==> src/asob_pkg.sv <==
package asob_pkg;

  localparam int PARTIAL_COUNT = 64;
  localparam int PIDX_W        = 6;    // partial address
  localparam int CNT_W         = 7;    // holds 0 .. PARTIAL_COUNT
  localparam int SINE_STEPS    = 512;
  localparam int ROM_AW        = 9;    // log2(SINE_STEPS)
  localparam int QTR_W         = ROM_AW - 2;
  localparam int QTR_STEPS     = SINE_STEPS / 4;
  localparam int PHASE_W       = ROM_AW + 16;
  localparam int INC_W         = 25;
  localparam int HARM_W        = INC_W + 1;
  localparam int GAIN_W        = 16;
  localparam int MIX_W         = 24;
  localparam int TV_W          = 18;
  localparam int AMP_W         = 16;
  localparam int DET_W         = 17;
  localparam int SMP_W         = 16;
  localparam int TERM_W        = 19;
  localparam int ACC_W         = 26;
  localparam int OUT_W         = 25;
  localparam int IN_TDATA_W    = 96;
  localparam int OUT_TDATA_W   = 32;
  localparam int CFG_DATA_W    = 16;

  localparam logic [HARM_W-1:0] NYQ_LIMIT = HARM_W'(SINE_STEPS) << 15;
  localparam logic [DET_W-1:0]  DET_UNITY = DET_W'(65536);
  localparam logic [CNT_W-1:0]  PARTIALS_RESET = CNT_W'(PARTIAL_COUNT);
  localparam logic [CFG_DATA_W-1:0] VOLUME_RESET = CFG_DATA_W'(32768);

  localparam logic CFG_PARTIALS = 1'b0;
  localparam logic CFG_VOLUME   = 1'b1;

  typedef enum logic [1:0] {
    REQ_TICK = 2'd0,
    REQ_AMP  = 2'd1,
    REQ_DET  = 2'd2,
    REQ_CLR  = 2'd3
  } req_t;

  // Issue of one partial into the voice pipeline.
  typedef struct packed {
    logic              valid;
    logic [PIDX_W-1:0] idx;
    logic [INC_W-1:0]  harm;
  } issue_t;

  typedef struct packed {
    logic              amp_we;
    logic              det_we;
    logic [PIDX_W-1:0] addr;
    logic [AMP_W-1:0]  amp;
    logic [DET_W-1:0]  det;
  } coef_wr_t;

  typedef struct packed {
    logic               we;
    logic [PIDX_W-1:0]  addr;
    logic [PHASE_W-1:0] data;
  } ph_wb_t;

  typedef struct packed {
    logic [PHASE_W-1:0]     phase;
    logic signed [AMP_W-1:0] amp;
    logic [DET_W-1:0]       det;
  } part_rd_t;

  // Quarter-wave sine table, entries 0 .. QTR_STEPS, built at elaboration
  // from a fixed-point Taylor series of sin(x) in Q30.
  localparam int QTAB_LAST = QTR_STEPS;
  typedef logic [14:0] qtab_t [0:QTAB_LAST];

  // The series divisors (2n)(2n+1) are applied as reciprocals rounded up.
  // Every numerator in the series stays below 2^32, so the product shifted
  // down by SERIES_SHIFT is exactly the floor of the quotient.
  localparam int SERIES_SHIFT = 40;
  localparam longint unsigned RECIP_6   = ((64'd1 << SERIES_SHIFT) + 64'd5) / 64'd6;
  localparam longint unsigned RECIP_20  = ((64'd1 << SERIES_SHIFT) + 64'd19) / 64'd20;
  localparam longint unsigned RECIP_42  = ((64'd1 << SERIES_SHIFT) + 64'd41) / 64'd42;
  localparam longint unsigned RECIP_72  = ((64'd1 << SERIES_SHIFT) + 64'd71) / 64'd72;
  localparam longint unsigned RECIP_110 = ((64'd1 << SERIES_SHIFT) + 64'd109) / 64'd110;
  localparam longint unsigned RECIP_156 = ((64'd1 << SERIES_SHIFT) + 64'd155) / 64'd156;

  function automatic longint unsigned series_recip(input int n);
    case (n)
      1:       series_recip = RECIP_6;
      2:       series_recip = RECIP_20;
      3:       series_recip = RECIP_42;
      4:       series_recip = RECIP_72;
      5:       series_recip = RECIP_110;
      default: series_recip = RECIP_156;
    endcase
  endfunction

  function automatic qtab_t build_qtab();
    qtab_t           tab;
    longint unsigned u;
    longint unsigned x;
    longint unsigned x2;
    longint unsigned term;
    logic [127:0]    wide;
    longint          sum;
    longint          r;
    int              m;
    int              n;
    for (m = 0; m <= QTAB_LAST; m++) begin
      u = longint'(m) << (30 - QTR_W);
      x = (u * 64'd1686629713) >> 30;
      x2 = (x * x) >> 30;
      term = x;
      sum = longint'(x);
      for (n = 1; n <= 6; n++) begin
        term = (term * x2) >> 30;
        wide = 128'(term) * 128'(series_recip(n));
        term = wide[SERIES_SHIFT +: 64];
        if (n % 2 == 1) begin
          sum = sum - longint'(term);
        end else begin
          sum = sum + longint'(term);
        end
      end
      if (sum < 0) begin
        sum = 0;
      end
      r = (sum * 32767 + (longint'(1) << 29)) >>> 30;
      if (r > 32767) begin
        r = 32767;
      end
      tab[m] = 15'(r);
    end
    return tab;
  endfunction

  localparam qtab_t SINE_QTAB = build_qtab();

  // Full-cycle sine from the quarter table by symmetry.
  function automatic logic signed [SMP_W-1:0] sine_at(input logic [ROM_AW-1:0] k);
    logic [QTR_W:0] m;
    logic [14:0]    mag;
    m = {1'b0, k[QTR_W-1:0]};
    if (k[QTR_W]) begin
      m = (QTR_W+1)'(QTR_STEPS) - m;
    end
    mag = SINE_QTAB[m];
    if (k[ROM_AW-1]) begin
      sine_at = -$signed({1'b0, mag});
    end else begin
      sine_at = $signed({1'b0, mag});
    end
  endfunction

endpackage

==> src/asob_store.sv <==
module asob_store (
  input  logic                      clk,
  input  logic                      rst_n,
  input  logic                      rd_en,
  input  logic [asob_pkg::PIDX_W-1:0] rd_addr,
  input  asob_pkg::coef_wr_t        coef_wr,
  input  logic                      clr_phase,
  input  asob_pkg::ph_wb_t          ph_wb,
  output asob_pkg::part_rd_t        rd_data
);

  typedef struct packed {
    logic [asob_pkg::AMP_W-1:0] amp;
    logic [asob_pkg::DET_W-1:0] det;
  } coef_t;

  logic [asob_pkg::PHASE_W-1:0]       ph_mem [asob_pkg::PARTIAL_COUNT];
  coef_t                              coef_mem [asob_pkg::PARTIAL_COUNT];
  logic [asob_pkg::PARTIAL_COUNT-1:0] ph_vld_r;
  logic [asob_pkg::PARTIAL_COUNT-1:0] amp_vld_r;
  logic [asob_pkg::PARTIAL_COUNT-1:0] det_vld_r;

  logic [asob_pkg::PHASE_W-1:0] ph_q_r;
  coef_t                        coef_q_r;
  logic                         ph_vld_q_r;
  logic                         amp_vld_q_r;
  logic                         det_vld_q_r;

  // Entries never written since reset (phase entries also since a phase clear)
  // read as their reset value through these valid bits.
  always_ff @(posedge clk) begin
    if (!rst_n) begin
      ph_vld_r  <= '0;
      amp_vld_r <= '0;
      det_vld_r <= '0;
    end else begin
      if (clr_phase) begin
        ph_vld_r <= '0;
      end else if (ph_wb.we) begin
        ph_vld_r[ph_wb.addr] <= 1'b1;
      end
      if (coef_wr.amp_we) begin
        amp_vld_r[coef_wr.addr] <= 1'b1;
      end
      if (coef_wr.det_we) begin
        det_vld_r[coef_wr.addr] <= 1'b1;
      end
    end
  end

  always_ff @(posedge clk) begin
    if (ph_wb.we) begin
      ph_mem[ph_wb.addr] <= ph_wb.data;
    end
    if (coef_wr.amp_we) begin
      coef_mem[coef_wr.addr].amp <= coef_wr.amp;
    end
    if (coef_wr.det_we) begin
      coef_mem[coef_wr.addr].det <= coef_wr.det;
    end
    if (rd_en) begin
      ph_q_r      <= ph_mem[rd_addr];
      coef_q_r    <= coef_mem[rd_addr];
      ph_vld_q_r  <= ph_vld_r[rd_addr];
      amp_vld_q_r <= amp_vld_r[rd_addr];
      det_vld_q_r <= det_vld_r[rd_addr];
    end
  end

  always_comb begin
    rd_data.phase = ph_vld_q_r ? ph_q_r : '0;
    rd_data.amp   = amp_vld_q_r ? $signed(coef_q_r.amp) : '0;
    rd_data.det   = det_vld_q_r ? coef_q_r.det : asob_pkg::DET_UNITY;
  end

endmodule

==> config.mk <==
export PLATFORM = sky130hd
export DESIGN_NAME = asob_store
export DESIGN_NICKNAME = d
export VERILOG_FILES = /design/src/asob_pkg.sv /design/src/asob_store.sv
export SDC_FILE = /design/constraint.sdc
export NUM_CORES = 2
export LEC_CHECK = 0
export BUFFER_PORTS_ARGS = -buffer_cell sky130_fd_sc_hd__buf_4
export CORE_UTILIZATION = 57
export CTS_CLUSTER_SIZE = 24
export DETAILED_ROUTE_END_ITERATION = 10
export PLACE_DENSITY = 0.79
export SLEW_MARGIN = 25
export SYNTH_ARGS = -nofsm -noshare
export SYNTH_HDL_FRONTEND = slang
export SYNTH_SLANG_ARGS = --single-unit
==> constraint.sdc <==
create_clock -name clk -period 2.5 [get_ports clk]
set_clock_uncertainty 0.15 [all_clocks]
set_input_delay 0.125 -clock clk [delete_from_list [all_inputs] [get_ports clk]]
set_output_delay 0.125 -clock clk [all_outputs]
set_load 0.1 [all_outputs]
==> run metrics <==
Clock Tree Root clkbuf_16; Worst Hold Depth 5; Iteration-0 DRC Markers 13300; Vias/cell 7.04; final slew viol count 0; Die Area 265000 sq um; Final Cycle Share 101%; initial antenna violation count 28; Final Hold Vio Count 0; count leader, synth edfxtp_1; part of the power in combinational logic 6.2%; sw frac 21.8%; Hold Path Class input port to register; latest clock arrival within the worst-skew pair 0.93 ns; Filler cells 14800; reg2reg path depth 4; die height 515 microns; RSZ-0062 raised after global routing false; CP Capture Type register; Crit path max-delay family buffers and inverters; starting density of the core 57.5%; WL/cell 36.9 microns; leading area contributor after synthesis edfxtp_1; DIE WIDTH 515 microns; Mapped Area 150000 sq um; Post-Route WL 427 mm; xor/xnor cell area share of the yosys netlist 0%; buffers and inverters on the worst path 3; Ports 141; Synth-to-Final Area Change 17.3%; largest net degree at the start of global routing 129; DRT Pass-1 Iters 6; nets 7797; Worst-path clk slew 0.06 ns; CP max FO 16; area share of the largest cell type after synthesis 75.5%; Final GP Congestion 0.848; Hold Path End coef_q_r[27]; vias in the first global route 82700; setup violators final 2; CP Data Required Time 3.12 ns; mux share of post-synthesis cell area 15.3%; FP Rows 187; CTS tree yes; DR vias 81300; FMAX 397 MHz; area share of and/or/nand/nor cells after synthesis 1.63%; crit-path cells dlygate4sd3_1 > buf_4 > or3_2 > buf_4 > o22ai_1 > nor4_1 > o22a_1; Post-synth ARST share 0%; Core ar. 261000 sq um; worst setup margin -0.0200 ns; number of flops mapped to enable cells by yosys 3773; DRC 0; largest family of logic cells by synthesized area multiplexers; failing checks setup timing; Routed Antenna Nets 0; Max Cap Viol 0; sequential power share 52.1%; NetSw 30.8 mW; Net Count, Synth 6833; cell mode on critical path buf_4; Finished Core Util 67.5%; Cell Int Power 110 mW; worst vdd ir 0.829 mV; critical path class input port to register; global-route wire length before repair 600 mm; number of I/O port buffers 140; Seq/Total Area, Yosys 78.1%; P_leak 56.4 nW; Yosys warnings 0; Post-Syn Instances 6750; R2R Setup Slk 0.02 ns; HPWL Detailed 236 mm; Main synth FF type edfxtp_1; WP data arrival 3.14 ns; relative max-transition margin 22.8%; crit path launch type input port; Netlist cell types 39; share of layout cells above drive strength 1 32.6%; mean post-synth cell area 22.2 sq um; reg2reg end coef_q_r[22]; Worst-Margin Slew 1.15 ns; hold_ws 0.109 ns; worst hold path startpoint rd_addr[3]; fin crit period 2.52 ns; Post-synth top cells 3773 x edfxtp_1, 940 x mux4_2, 239 x nor2_1; slowest CP cell nor4_1; complex-gate fraction of the synthesized area 3.64%; Total Routing Usage GR 32.2%; clk buf depth 4; adder-cell share of the synthesized area 0%; overflow left after global routing 0; worst r2r src coef_mem[31][22]; Power per Cell Area 801 nW/um^2; H-tree depth 5; Crit path largest cell delay 0.90 ns; CP startpoint rd_addr[4]; Clk pwr share 41.7%; outcome finished with violations; Synth area leaders edfxtp_1 76%, mux4_2 14%, dfxtp_1 2.6%; Synth Register Bits 3965; clock sink total 3965; CTS buffer count 379
[kinds of logic after synthesis]
kind of cell,count (synthesis)
and+or+nand+nor,502
AOI/OAI and AO/OA,769
buffers and inverters,404
DFF,3965
muxes,1110
[placed cells by master (no fill, tap or decap), drive strengths merged, types with 25 or more instances in the layout]
cell | netlist | layout
bufinv | 0 | 42
o21ai | 27 | 27
nor4 | 49 | 49
mux2 | 43 | 43
clkbuf | 181 | 501
a21oi | 77 | 77
nand2 | 38 | 38
mux2i | 127 | 127
nor2b | 31 | 31
buf | 218 | 894
dlygate4sd3 | 0 | 88
edfxtp | 3773 | 3773
nand3 | 25 | 25
and2 | 62 | 62
mux4 | 940 | 940
dfxtp | 192 | 192
nor2 | 239 | 239
o221ai | 84 | 84
a221oi | 39 | 39
a22oi | 36 | 36
o22ai | 230 | 230
o22a | 39 | 39
o21a | 200 | 200
clkinv | 0 | 126
[flip-flops by register name, summed over array words and instances, names as in the netlist]
name,flops
ph_vld_q_r,1
det_vld_r,64
amp_vld_q_r,1
coef_mem,2112
coef_q_r,33
det_vld_q_r,1
ph_q_r,25
ph_vld_r,64
ph_mem,1600
amp_vld_r,64
[repair_timing]
action | CTS | global route
hold buffers | 89 | 0
resized for setup | 0 | 6
pin swaps | 0 | 0
endpoints found under the setup margin | 25 | 80
setup buffers | 1 | 0
endpoints found under the hold margin | 5541 | 0
[area by class of cell]
type,count,area (sq um),area share [%]
tap,3496,4370,2.49
sequential,3965,117000,66.6
clock inverter,199,2110,1.20
antenna,18,45.0,0.0256
timing repair buffer,982,10200,5.78
clock buffer,501,10500,5.95
multi-input combinational,2381,31600,18.0
inverter,5,18.8,0.0107
[through the flow]
stage / setup TNS, ns / power (mW) / instances / worst slack, ns / area, sq um
after global placement: -7.99 / 82.9 / 10700 / -0.732 / 162000
after floorplan: 0 / 79.1 / 6750 / 0.0127 / 150000
after global routing: 0 / 144 / 11500 / 0.000657 / 176000
final: -0.0329 / 141 / 11500 / -0.0200 / 176000
after detailed placement: -7.21 / 83.1 / 10700 / -0.409 / 162000
after CTS: 0 / 141 / 11500 / 0.00339 / 176000
[tightest hold or removal path, delay by kind of cell]
family / cells / cell delay [ns]
buf+inv: 2 / 0.44
simple gates: 1 / 0.08
compound gates: 2 / 0.32
[power groups by stage]
stage / Combinational, mW / Sequential [mW] / Clock, mW
after floorplan: 4.34 / 74.8 / 0
after global placement: 7.99 / 74.9 / 0
after detailed placement: 8.22 / 74.9 / 0
after CTS: 8.55 / 73.5 / 58.8
after global routing: 8.89 / 73.5 / 61.2
final: 8.71 / 73.5 / 58.8
[worst max-delay path by stage]
stage | end | slack (ns) | cells past startpoint
after floorplan | ph_mem[23][0] | 0.01 | 4
after global placement | coef_q_r[9] | -0.73 | 7
after detailed placement | ph_q_r[16] | -0.41 | 8
after CTS | rd_data[35] | 0.003 | 3
after global routing | rd_data[50] | 0.0007 | 3
final | ph_q_r[13] | -0.02 | 7
[routing by layer]
| metal | share of wire [%] | track usage (%) |
|---|---|---|
| met1 | 32 | 41.0 |
| met2 | 48 | 51.3 |
| met3 | 13 | 7.50 |
| met4 | 6.7 | 18.6 |
| met5 | 0.019 | 0 |
Power figures use the tool's default switching activity.
